===== src/design/dtnp_pkg.sv =====
`default_nettype none

package dtnp_pkg;

  localparam int unsigned CHAR_W      = 8;
  localparam int unsigned MANT_W      = 60;
  localparam int unsigned FRAC_W      = 5;
  localparam int unsigned CNT_W       = 5;
  localparam int unsigned STATUS_W    = 2;
  localparam int unsigned OUT_TDATA_W = 72;

  // Most digits kept in the mantissa (1 to 19)
  localparam int unsigned MAX_DIGITS = 18;

  localparam logic [CHAR_W-1:0] CH_ZERO  = 8'h30;
  localparam logic [CHAR_W-1:0] CH_NINE  = 8'h39;
  localparam logic [CHAR_W-1:0] CH_POINT = 8'h2E;
  localparam logic [CHAR_W-1:0] CH_PLUS  = 8'h2B;
  localparam logic [CHAR_W-1:0] CH_MINUS = 8'h2D;
  localparam logic [CHAR_W-1:0] CH_EQUAL = 8'h3D;
  localparam logic [CHAR_W-1:0] CH_COLON = 8'h3A;

  localparam logic [STATUS_W-1:0] ST_OK     = 2'd0;
  localparam logic [STATUS_W-1:0] ST_EMPTY  = 2'd1;
  localparam logic [STATUS_W-1:0] ST_FORMAT = 2'd2;
  localparam logic [STATUS_W-1:0] ST_LONG   = 2'd3;

  typedef struct packed {
    logic              fire;
    logic [CHAR_W-1:0] char_code;
    logic              last_char;
  } step_t;

  typedef struct packed {
    logic                valid;
    logic [MANT_W-1:0]   mantissa;
    logic [FRAC_W-1:0]   frac_digits;
    logic                negative;
    logic [STATUS_W-1:0] status;
  } result_t;

endpackage

`default_nettype wire


===== src/design/dtnp_in_stage.sv =====
`default_nettype none

module dtnp_in_stage (
  input  wire                          clk,
  input  wire                          rst_n,
  input  wire                          in_tvalid,
  output logic                         in_tready,
  input  wire  [dtnp_pkg::CHAR_W-1:0]  in_tdata,
  input  wire                          in_tlast,
  input  wire                          out_free,
  output dtnp_pkg::step_t              step
);

  logic                         valid_r;
  logic                         valid_nxt;
  logic [dtnp_pkg::CHAR_W-1:0]  char_r;
  logic                         last_r;
  logic                         adv;
  logic                         take;

  // A byte without a result never waits; a final byte waits for room downstream
  assign adv       = valid_r && (!last_r || out_free);
  assign in_tready = !valid_r || adv;
  assign take      = in_tvalid && in_tready;
  assign valid_nxt = take || (valid_r && !adv);

  always_ff @(posedge clk) begin
    if (!rst_n) begin
      valid_r <= 1'b0;
    end else begin
      valid_r <= valid_nxt;
    end
  end

  always_ff @(posedge clk) begin
    if (take) begin
      char_r <= in_tdata;
      last_r <= in_tlast;
    end
  end

  assign step.fire      = adv;
  assign step.char_code = char_r;
  assign step.last_char = last_r;

endmodule

`default_nettype wire


===== src/design/dtnp_parse_step.sv =====
`default_nettype none

module dtnp_parse_step (
  input  wire              clk,
  input  wire              rst_n,
  input  dtnp_pkg::step_t  step,
  output dtnp_pkg::result_t res
);

  logic                                started_r, started_nxt;
  logic                                sign_neg_r, sign_neg_nxt;
  logic                                point_seen_r, point_seen_nxt;
  logic [dtnp_pkg::MANT_W-1:0]         digit_accum_r, digit_accum_nxt;
  logic [dtnp_pkg::CNT_W-1:0]          digit_count_r, digit_count_nxt;
  logic [dtnp_pkg::FRAC_W-1:0]         frac_count_r, frac_count_nxt;
  logic                                format_bad_r, format_bad_nxt;
  logic                                too_long_r, too_long_nxt;

  logic                                k_started, k_sign_neg, k_point_seen;
  logic [dtnp_pkg::MANT_W-1:0]         k_accum;
  logic [dtnp_pkg::CNT_W-1:0]          k_count;
  logic [dtnp_pkg::FRAC_W-1:0]         k_frac;
  logic                                k_format_bad, k_too_long;

  logic [dtnp_pkg::CHAR_W-1:0]         c;
  logic                                is_digit, is_sign, is_point, kept, restart;
  logic [63:0]                         acc_ext, acc_next;
  logic                                no_room;
  logic [dtnp_pkg::STATUS_W-1:0]       status;

  assign c        = step.char_code;
  assign is_digit = (c >= dtnp_pkg::CH_ZERO) && (c <= dtnp_pkg::CH_NINE);
  assign is_sign  = (c == dtnp_pkg::CH_PLUS) || (c == dtnp_pkg::CH_MINUS);
  assign is_point = (c == dtnp_pkg::CH_POINT);
  assign kept     = is_digit || is_sign || is_point;
  assign restart  = !step.last_char &&
                    ((c == dtnp_pkg::CH_EQUAL) || (c == dtnp_pkg::CH_COLON));

  // accum * 10 + digit, with four guard bits to catch a carry past the mantissa
  assign acc_ext  = {4'b0000, digit_accum_r};
  assign acc_next = (acc_ext << 3) + (acc_ext << 1) + {60'd0, c[3:0]};
  assign no_room  = (digit_count_r >= dtnp_pkg::CNT_W'(dtnp_pkg::MAX_DIGITS)) ||
                    (acc_next[63:dtnp_pkg::MANT_W] != 4'b0000);

  always_comb begin
    k_started    = started_r;
    k_sign_neg   = sign_neg_r;
    k_point_seen = point_seen_r;
    k_accum      = digit_accum_r;
    k_count      = digit_count_r;
    k_frac       = frac_count_r;
    k_format_bad = format_bad_r;
    k_too_long   = too_long_r;
    if (kept) begin
      k_started = 1'b1;
      if (!format_bad_r) begin
        if (is_sign) begin
          if (started_r) begin
            k_format_bad = 1'b1;
          end else if (c == dtnp_pkg::CH_MINUS) begin
            k_sign_neg = 1'b1;
          end
        end else if (is_point) begin
          if (point_seen_r) begin
            k_format_bad = 1'b1;
          end else begin
            k_point_seen = 1'b1;
          end
        end else if (no_room) begin
          k_too_long = 1'b1;
        end else begin
          k_accum = acc_next[dtnp_pkg::MANT_W-1:0];
          k_count = digit_count_r + 1'b1;
          if (point_seen_r) begin
            k_frac = frac_count_r + 1'b1;
          end
        end
      end
    end
  end

  always_comb begin
    if (!k_started) begin
      status = dtnp_pkg::ST_EMPTY;
    end else if (k_format_bad) begin
      status = dtnp_pkg::ST_FORMAT;
    end else if (k_too_long) begin
      status = dtnp_pkg::ST_LONG;
    end else begin
      status = dtnp_pkg::ST_OK;
    end
  end

  always_comb begin
    res.valid = step.fire && step.last_char;
    res.status = status;
    if (status == dtnp_pkg::ST_OK) begin
      res.mantissa    = k_accum;
      res.frac_digits = k_frac;
      res.negative    = k_sign_neg;
    end else begin
      res.mantissa    = '0;
      res.frac_digits = '0;
      res.negative    = 1'b0;
    end
  end

  always_comb begin
    started_nxt     = started_r;
    sign_neg_nxt    = sign_neg_r;
    point_seen_nxt  = point_seen_r;
    digit_accum_nxt = digit_accum_r;
    digit_count_nxt = digit_count_r;
    frac_count_nxt  = frac_count_r;
    format_bad_nxt  = format_bad_r;
    too_long_nxt    = too_long_r;
    if (step.fire) begin
      if (step.last_char || restart) begin
        // clear for the next text
        started_nxt     = 1'b0;
        sign_neg_nxt    = 1'b0;
        point_seen_nxt  = 1'b0;
        digit_accum_nxt = '0;
        digit_count_nxt = '0;
        frac_count_nxt  = '0;
        format_bad_nxt  = 1'b0;
        too_long_nxt    = 1'b0;
      end else begin
        started_nxt     = k_started;
        sign_neg_nxt    = k_sign_neg;
        point_seen_nxt  = k_point_seen;
        digit_accum_nxt = k_accum;
        digit_count_nxt = k_count;
        frac_count_nxt  = k_frac;
        format_bad_nxt  = k_format_bad;
        too_long_nxt    = k_too_long;
      end
    end
  end

  always_ff @(posedge clk) begin
    if (!rst_n) begin
      started_r     <= 1'b0;
      sign_neg_r    <= 1'b0;
      point_seen_r  <= 1'b0;
      digit_accum_r <= '0;
      digit_count_r <= '0;
      frac_count_r  <= '0;
      format_bad_r  <= 1'b0;
      too_long_r    <= 1'b0;
    end else begin
      started_r     <= started_nxt;
      sign_neg_r    <= sign_neg_nxt;
      point_seen_r  <= point_seen_nxt;
      digit_accum_r <= digit_accum_nxt;
      digit_count_r <= digit_count_nxt;
      frac_count_r  <= frac_count_nxt;
      format_bad_r  <= format_bad_nxt;
      too_long_r    <= too_long_nxt;
    end
  end

`ifndef NO_ASSERTIONS
  a_count_bound: assert property (@(posedge clk) disable iff (!rst_n)
    digit_count_r <= dtnp_pkg::CNT_W'(dtnp_pkg::MAX_DIGITS))
    else $error("digit count past limit");

  a_frac_le_count: assert property (@(posedge clk) disable iff (!rst_n)
    frac_count_r <= digit_count_r)
    else $error("fraction count exceeds digit count");

  a_idle_clear: assert property (@(posedge clk) disable iff (!rst_n)
    !started_r |-> (digit_count_r == '0) && !format_bad_r && !too_long_r)
    else $error("state set before any kept byte");

  a_clear_after_last: assert property (@(posedge clk) disable iff (!rst_n)
    step.fire && step.last_char |=> !started_r && (digit_accum_r == '0))
    else $error("state not cleared after final byte");
`endif

endmodule

`default_nettype wire


===== src/design/dtnp_out_stage.sv =====
`default_nettype none

module dtnp_out_stage (
  input  wire                                 clk,
  input  wire                                 rst_n,
  input  dtnp_pkg::result_t                   res,
  output logic                                out_free,
  output logic                                out_tvalid,
  input  wire                                 out_tready,
  output logic [dtnp_pkg::OUT_TDATA_W-1:0]    out_tdata,
  output logic [dtnp_pkg::STATUS_W-1:0]       out_tuser
);

  logic                                valid_r, valid_nxt;
  logic [dtnp_pkg::MANT_W-1:0]         mant_r;
  logic [dtnp_pkg::FRAC_W-1:0]         frac_r;
  logic                                neg_r;
  logic [dtnp_pkg::STATUS_W-1:0]       status_r;

  assign out_free  = !valid_r || out_tready;
  assign valid_nxt = res.valid || (valid_r && !out_tready);

  always_ff @(posedge clk) begin
    if (!rst_n) begin
      valid_r <= 1'b0;
    end else begin
      valid_r <= valid_nxt;
    end
  end

  always_ff @(posedge clk) begin
    if (res.valid) begin
      mant_r   <= res.mantissa;
      frac_r   <= res.frac_digits;
      neg_r    <= res.negative;
      status_r <= res.status;
    end
  end

  assign out_tvalid = valid_r;
  assign out_tdata  = {6'd0, neg_r, frac_r, mant_r};
  assign out_tuser  = status_r;

`ifndef NO_ASSERTIONS
  a_error_zero: assert property (@(posedge clk) disable iff (!rst_n)
    valid_r && (status_r != dtnp_pkg::ST_OK) |->
      (mant_r == '0) && (frac_r == '0) && !neg_r)
    else $error("error result carries nonzero fields");

  a_no_overwrite: assert property (@(posedge clk) disable iff (!rst_n)
    res.valid |-> out_free)
    else $error("result loaded over a held item");
`endif

endmodule

`default_nettype wire


===== src/design/decimal_text_number_parser.sv =====
// Decimal text number parser.
// Input channel (in_*): one ASCII byte per item, in_tlast on the final byte
// of a text. Digits, '.', '+' and '-' are parsed; '=' or ':' before the
// final byte restarts the parse; all other bytes are dropped.
// Result channel (out_*): one item per text, sent for the final byte. The
// value is mantissa / 10^frac_digits, negated when the negative bit is set;
// out_tuser carries the status (ok, empty, format error, too many digits).
// A final byte goes through the input register and then the result register
// on its way to out_tvalid.
// Throughput: one byte per cycle while no final byte waits for a held result;
// the multiply-by-ten and add on the running mantissa is combinational.
// Reset (rst_n low, synchronous) empties both registers and clears the
// parse state. When the receiver stalls, the result is held; non-final
// bytes still flow, and a further final byte waits in the input register,
// dropping in_tready, until the held result is taken.
`default_nettype none

module decimal_text_number_parser (
  input  wire                                 clk,
  input  wire                                 rst_n,
  input  wire                                 in_tvalid,
  output logic                                in_tready,
  input  wire  [dtnp_pkg::CHAR_W-1:0]         in_tdata,   // [7:0] char_code
  input  wire                                 in_tlast,
  output logic                                out_tvalid,
  input  wire                                 out_tready,
  // [59:0] mantissa, [64:60] frac_digits, [65] negative, [71:66] zero
  output logic [dtnp_pkg::OUT_TDATA_W-1:0]    out_tdata,
  output logic [dtnp_pkg::STATUS_W-1:0]       out_tuser   // [1:0] status
);

  dtnp_pkg::step_t   step;
  dtnp_pkg::result_t res;
  logic              out_free;

  dtnp_in_stage u_in (
    .clk       (clk),
    .rst_n     (rst_n),
    .in_tvalid (in_tvalid),
    .in_tready (in_tready),
    .in_tdata  (in_tdata),
    .in_tlast  (in_tlast),
    .out_free  (out_free),
    .step      (step)
  );

  dtnp_parse_step u_parse (
    .clk   (clk),
    .rst_n (rst_n),
    .step  (step),
    .res   (res)
  );

  dtnp_out_stage u_out (
    .clk        (clk),
    .rst_n      (rst_n),
    .res        (res),
    .out_free   (out_free),
    .out_tvalid (out_tvalid),
    .out_tready (out_tready),
    .out_tdata  (out_tdata),
    .out_tuser  (out_tuser)
  );

endmodule

`default_nettype wire

===== config.mk =====
export PLATFORM = sky130hd
export DESIGN_NAME = decimal_text_number_parser
export DESIGN_NICKNAME = d
export VERILOG_FILES = /design/src/design/dtnp_pkg.sv /design/src/design/dtnp_in_stage.sv /design/src/design/dtnp_parse_step.sv /design/src/design/dtnp_out_stage.sv /design/src/design/decimal_text_number_parser.sv
export SDC_FILE = /design/constraint.sdc
export NUM_CORES = 1
export LEC_CHECK = 0
export ABC_AREA = 0
export BUFFER_PORTS_ARGS = -buffer_cell sky130_fd_sc_hd__buf_2
export CORE_ASPECT_RATIO = 0.9
export CORE_MARGIN = 2
export CORE_UTILIZATION = 60
export DETAILED_ROUTE_END_ITERATION = 10
export GPL_TIMING_DRIVEN = 0
export PLACE_DENSITY = 0.83
export SYNTH_ARGS = -nofsm -noshare
export SYNTH_HDL_FRONTEND = slang
export SYNTH_HIERARCHICAL = 1
export SYNTH_SLANG_ARGS = --single-unit

===== constraint.sdc =====
create_clock -name clk -period 10.4 [get_ports clk]
set_clock_uncertainty 0.05 [all_clocks]
set_input_delay 1.04 -clock clk [delete_from_list [all_inputs] [get_ports clk]]
set_output_delay 1.04 -clock clk [all_outputs]
set_load 0.02 [all_outputs]

---- Word-level counts from Yosys, hierarchy flattened ----
Index checks and enable logic that the tools add are counted.
word-level totals
  output and inout bits ................... 76
  input port bits ......................... 13
  register bits after elaboration ......... 154
  word-level logic and storage cells ...... 109
operators by class
  magnitude comparators ................... 3
  multiplexer cells ....................... 48
  add/subtract/negate cells ............... 4
  equality and inequality tests ........... 9
  reductions and logical operators ........ 29
operators by type and width
  cell                                                                    number
  60-bit 2-to-1 mux                                                       6
  5-bit 2-to-1 mux                                                        13
  63-bit by 61-bit adder with 64-bit output                               1
  64-bit by 4-bit adder with 64-bit output                                1
  8-bit by 6-bit equality test with 1-bit output (second input constant)  5
  1-bit 2-to-1 mux                                                        26
  1-bit logical OR                                                        11
  5-bit by 1-bit adder with 5-bit output (second input constant)          2
  8-bit by 6-bit >= comparator with 1-bit output (second input constant)  1
  8-bit by 6-bit <= comparator with 1-bit output (second input constant)  1
  2-bit inequality test (second input constant)                           4
  1-bit logical AND                                                       7
  2-bit 2-to-1 mux                                                        3
  6-bit AND reduction                                                     1
  5-bit >= comparator (second input constant)                             1
  1-bit logical NOT                                                       5
  5-bit AND reduction                                                     1
  2-bit nonzero test                                                      2
  4-bit nonzero test                                                      1
  2-bit logical NOT                                                       1

---- Logic depth before layout (Yosys ltp) ----
  depth after elaboration ................. 13
  mapped depth ............................ 17

---- By module ----
Netlist, hierarchy kept.
modules (own cells, without submodules)
  module           cells an instance  area each (um2)  seq. area each (um2)  times used
  dtnp_parse_step  1057               8126.5           1501.4                1
  dtnp_out_stage   80                 2147.1           2062.0                1
  dtnp_in_stage    18                 360.3            290.3                 1

---- Least setup slack after synthesis ----
No wires, ideal clock.
  kind .................................... reg-to-reg
  from .................................... register u_in/char_r[3] in the netlist's numbering
  to ...................................... register u_out/mant_r[12] in the netlist's numbering (data pin)
  path buffers ............................ 2
  required time ........................... 10.210 ns
  library setup time ...................... 0.140 ns
  cell stages (with the launch flop) ...... 17
  data arrival time ....................... 4.191 ns
  clock period less this slack ............ 4.382 ns
  slack ................................... 6.018 ns
  path through ............................ edfxtp_1 > inv_1 > fa_1 > fa_1 > nand2b_1 > a21oi_1 > o21ai_0 > o2111ai_1 > nand3_1 > a2111oi_1 > o21ai_1 > a2111oi_4 > a21boi_2 > or4_4 > buf_6 > buf_6 > a21oi_2
on the way
  longest elaborated chain between the ends .. 12
  elaborated cells on any way between the ends .. 31
  classes of those cells .................. add/sub (1); order compare (2); eq/ne (3); mux (18); reduce/logical (7)
RTL lines
  what                                      RTL line               RTL
  from (decl)                               dtnp_in_stage.sv:16    logic [dtnp_pkg::CHAR_W-1:0] char_r;
  from (signal assigned)                    dtnp_in_stage.sv:37    char_r <= in_tdata;
  64-bit by 4-bit adder with 64-bit output  dtnp_parse_step.sv:41  assign acc_next = (acc_ext << 3) + (acc_ext << 1) + {60'd0, c[3:0]};
  4-bit nonzero test                        dtnp_parse_step.sv:43  (acc_next[63:dtnp_pkg::MANT_W] != 4'b0000);
  1-bit logical OR                          dtnp_parse_step.sv:42  assign no_room = (digit_count_r >= dtnp_pkg::CNT_W'(dtnp_pkg::MAX_DIGITS)) ||
  1-bit 2-to-1 mux                          dtnp_parse_step.sv:69  end else if (no_room) begin
  1-bit 2-to-1 mux                          dtnp_parse_step.sv:63  end else if (is_point) begin
  1-bit 2-to-1 mux                          dtnp_parse_step.sv:57  if (is_sign) begin
  1-bit 2-to-1 mux                          dtnp_parse_step.sv:56  if (!format_bad_r) begin
  1-bit 2-to-1 mux                          dtnp_parse_step.sv:54  if (kept) begin
  2-bit 2-to-1 mux                          dtnp_parse_step.sv:87  end else if (k_too_long) begin
  2-bit 2-to-1 mux                          dtnp_parse_step.sv:85  end else if (k_format_bad) begin
  2-bit 2-to-1 mux                          dtnp_parse_step.sv:83  if (!k_started) begin
  2-bit logical NOT                         dtnp_parse_step.sv:97  if (status == dtnp_pkg::ST_OK) begin
  to (signal assigned)                      dtnp_out_stage.sv:33   mant_r <= res.mantissa;
  to (decl)                                 dtnp_out_stage.sv:15   logic [dtnp_pkg::MANT_W-1:0] mant_r;
Parallel ways exist; a longest one is shown, timed or not.
A chain may end at the register's enable or synchronous reset.

---- Final worst setup path ----
  from .................................... register u_in/char_r[3] in the netlist's numbering
  to ...................................... register u_out/mant_r[3] in the netlist's numbering (data pin)
Same word-level chain as after synthesis.

==> results.json <==
{
  "status": "finished, final reports clean",
  "drtIter0Drc": 1021,
  "final_util_pct": 68.53,
  "dpl.hpwl_mm": 19.44,
  "crit_fanout": 10,
  "clk_pin_slew_ns": 0.07,
  "fmaxAchievable_ghz": 0.1640,
  "cap_violations": 0,
  "grt_usage_pct": 29.20,
  "startpoint": "u_in/char_r[3]",
  "drc": 0,
  "clockBufferDepth": 2,
  "num_io_pins": 89,
  "cp_cell_sequence": "inv_1 -> fa_1 -> inv_1 -> ha_1 -> a211oi_1 -> nor2_1 -> o211ai_1 -> o31ai_1 -> a21oi_1 -> o21bai_1 -> a41oi_1 -> xor2_1 -> and3_1 -> clkbuf_1 -> clkbuf_1 -> nand2_1 -> a21oi_1",
  "yosys.area.top_type_share_pct": 21.74,
  "synthToLayoutAreaGrowth_pct": 12.75,
  "synth_cells": 1155,
  "tightest_slew_ns": 1.044,
  "final_layout_size_suffix_gt1_share_pct": 16.00,
  "worstSetupPathDepth": 17,
  "vias": 9390,
  "cts_made_buffers": 17,
  "synth_area_leaders": "edfxtp_1 (22%), dfxtp_1 (14%), ha_1 (14%)",
  "htreeDepth": 4,
  "place.port_buffers": 82,
  "grt_pass1_wl_mm": 43.42,
  "antennaDiodeCount": 0,
  "syn_area_per_cell_sq_um": 9.207,
  "synth_area_sq_um": 10630,
  "synth-seq-area-share_pct": 36.24,
  "layout_common_cells": "nand2_1 (191), ha_1 (122), a21oi_1 (101), buf_2 (96)",
  "synthArstFlopShare_pct": 0,
  "r2r_start": "u_in/char_r[3]",
  "yosysUniqueCellTypes": 72,
  "critical_path_class": "reg2reg",
  "cts_hold_buf": 0,
  "fin_total_pwr_w": 0.001335,
  "synth_edf_count": 77,
  "min_period_over_period_pct": 58.64,
  "regArea_sq_um": 3854,
  "worstSetupStartpointType": "flop",
  "yosys_warnings": 6,
  "layout_commonest_cell": "nand2_1",
  "hold_viol": 0,
  "clock_sinks": 154,
  "arrival_ns": 6.29,
  "ys_seq_elements": 154,
  "rows": 46,
  "setup_viol": 0,
  "grt_max_degree": 66,
  "clock_tree.root_cell": "clkbuf_16",
  "p_per_area_nw_per_um2": 111.4,
  "cts_tree": "done",
  "die_w_um": 144.3,
  "fillCellCount": 1395,
  "start_util_pct": 60.78,
  "nNetsFinal": 1399,
  "fin_crit_ns": 6.099,
  "grt.overflow.total": 0,
  "critPathRequiredTime_ns": 10.59,
  "whs_ns": 0.4370,
  "cp_slowest_cell": "o31ai_1",
  "relSlewSlack_pct": 30.27,
  "critPathCapture": "u_out/mant_r[3]",
  "core_area_sq_um": 17500,
  "reg2reg_depth": 17,
  "wirelength_mm": 26.66,
  "post_cts_buffers": 0,
  "fin_ws_ns": 4.301,
  "gp_congestion": 0.9302,
  "slew_violations": 0,
  "ys.flop_type": "edfxtp_1",
  "place_ws_ns": 4.508,
  "antenna_found_initial": 0,
  "cts_resized": 0,
  "r2r_slack_ns": 4.30,
  "tns_ns": 0,
  "ant_nets": 0,
  "rr_endpoint": "u_out/mant_r[3]",
  "slowest_delay_ns": 0.69,
  "hp-class": "reg2reg",
  "wl_per_cell_um": 17.59,
  "die_area_sq_um": 18810,
  "crit_family": "compound AO/OA/AOI/OAI gates",
  "drt_pre_antenna_iters": 6,
  "insertion_delay_ns": 0.44,
  "end_kind": "flop",
  "path_buf_inv": 4,
  "ir_drop_mv": 0.1176,
  "rsz0062_at_grt": "no",
  "synth_area_leader_cell": "edfxtp_1",
  "die_h_um": 130.3,
  "grt_pass1_vias": 8712,
  "p_leak_nw": 5.146,
  "viasPerCell": 6.198,
  "multiInputGateArea_sq_um": 6375
}
==> worst reg2reg max path: cells and delay by family (launching register included) <==
family,cells,cell delay (ns)
buffers and inverters,4,1.00
xor gates and xnor gates,1,0.68
DFF,1,0.37
and+or+nand+nor,3,0.67
AOI/OAI and AO/OA,7,2.21
adders and majority gates,2,0.90
==> report_power, final <==
group | internal, W | switching (W) | leakage, nW
logic | 0.0000148 | 0.0000358 | 3.43
clock network | 0.000378 | 0.000264 | 0.287
registers | 0.000640 | 0.00000276 | 1.42
==> stage by stage <==
stage	instance area, sq um	cells
floorplan	10650	1160
global placement	11360	1482
detailed placement	11390	1483
CTS	11990	1515
global route	11990	1515
finish	11990	1515
==> layout make-up <==
| class | count | share of cell area, % |
|---|---|---|
| clock buffers | 18 | 3.579 |
| repair buffers | 83 | 3.652 |
| well taps | 240 | 2.504 |
| plain buffers | 59 | 2.588 |
| inverters | 31 | 0.9705 |
| flip-flops and latches | 154 | 32.14 |
| multi-input cells | 916 | 53.17 |
| clock inverters | 14 | 1.398 |
==> per-layer routing <==
layer	global-route usage [%]	wire [um]	up-vias
met2	44.74	11810	416
li1	-	-	4496
met4	10.28	722	0
met3	6.055	1940	62
met5	0	0	-
met1	41.17	12180	4416
==> sequential cells by signal, summed over array words and instances (netlist names) <==
signal,cells
u_out/neg_r,1
u_in/last_r,1
u_in/char_r,8
u_in/valid_r,1
u_parse/frac_count_r,5
u_out/mant_r,60
u_out/out_tuser,2
u_parse/digit_count_r,5
u_parse/sign_neg_r,1
u_parse/format_bad_r,1
u_parse/too_long_r,1
u_parse/point_seen_r,1
u_out/frac_r,5
u_parse/digit_accum_r,60
u_parse/started_r,1
u_out/out_tvalid,1
==> worst min-delay path by stage <==
stage	from	endpoint	slack, ns	cells past startpoint
after floorplan	u_parse/sign_neg_r	u_parse/sign_neg_r	0.40	2
after global placement	u_parse/sign_neg_r	u_parse/sign_neg_r	0.41	2
after detailed placement	u_parse/sign_neg_r	u_parse/sign_neg_r	0.43	2
after CTS	u_parse/sign_neg_r	u_parse/sign_neg_r	0.44	2
after global routing	u_parse/digit_count_r[4]	u_parse/digit_count_r[4]	0.45	1
final	u_parse/digit_count_r[4]	u_parse/digit_count_r[4]	0.44	1
==> cell families (layout without fill, tap and decap cells) <==
kind of cell	after synthesis	in the layout	synth area share, %
other cells	1	6	0.03526
compound gates	373	373	24.61
mux	4	4	0.3883
simple gates	352	352	15.28
buf+inv	90	205	4.012
xor+xnor	57	57	4.695
flops	154	154	36.24
fa+ha+maj	124	124	14.73
==> synth_stat cells, types with 10 or more instances <==
master	number
dfxtp_1	77
o211ai_1	12
nor3_1	12
inv_1	31
nor2_1	50
xor2_1	25
edfxtp_1	77
clkbuf_1	31
o21ai_0	50
o21a_1	11
nand4_1	14
nand3_1	23
a21oi_2	41
nand2_1	191
buf_2	14
a21o_1	14
o21bai_1	10
a31oi_1	17
ha_1	122
a21oi_1	101
xnor2_1	32
a22o_1	59
Power figures use the tool's default switching activity.
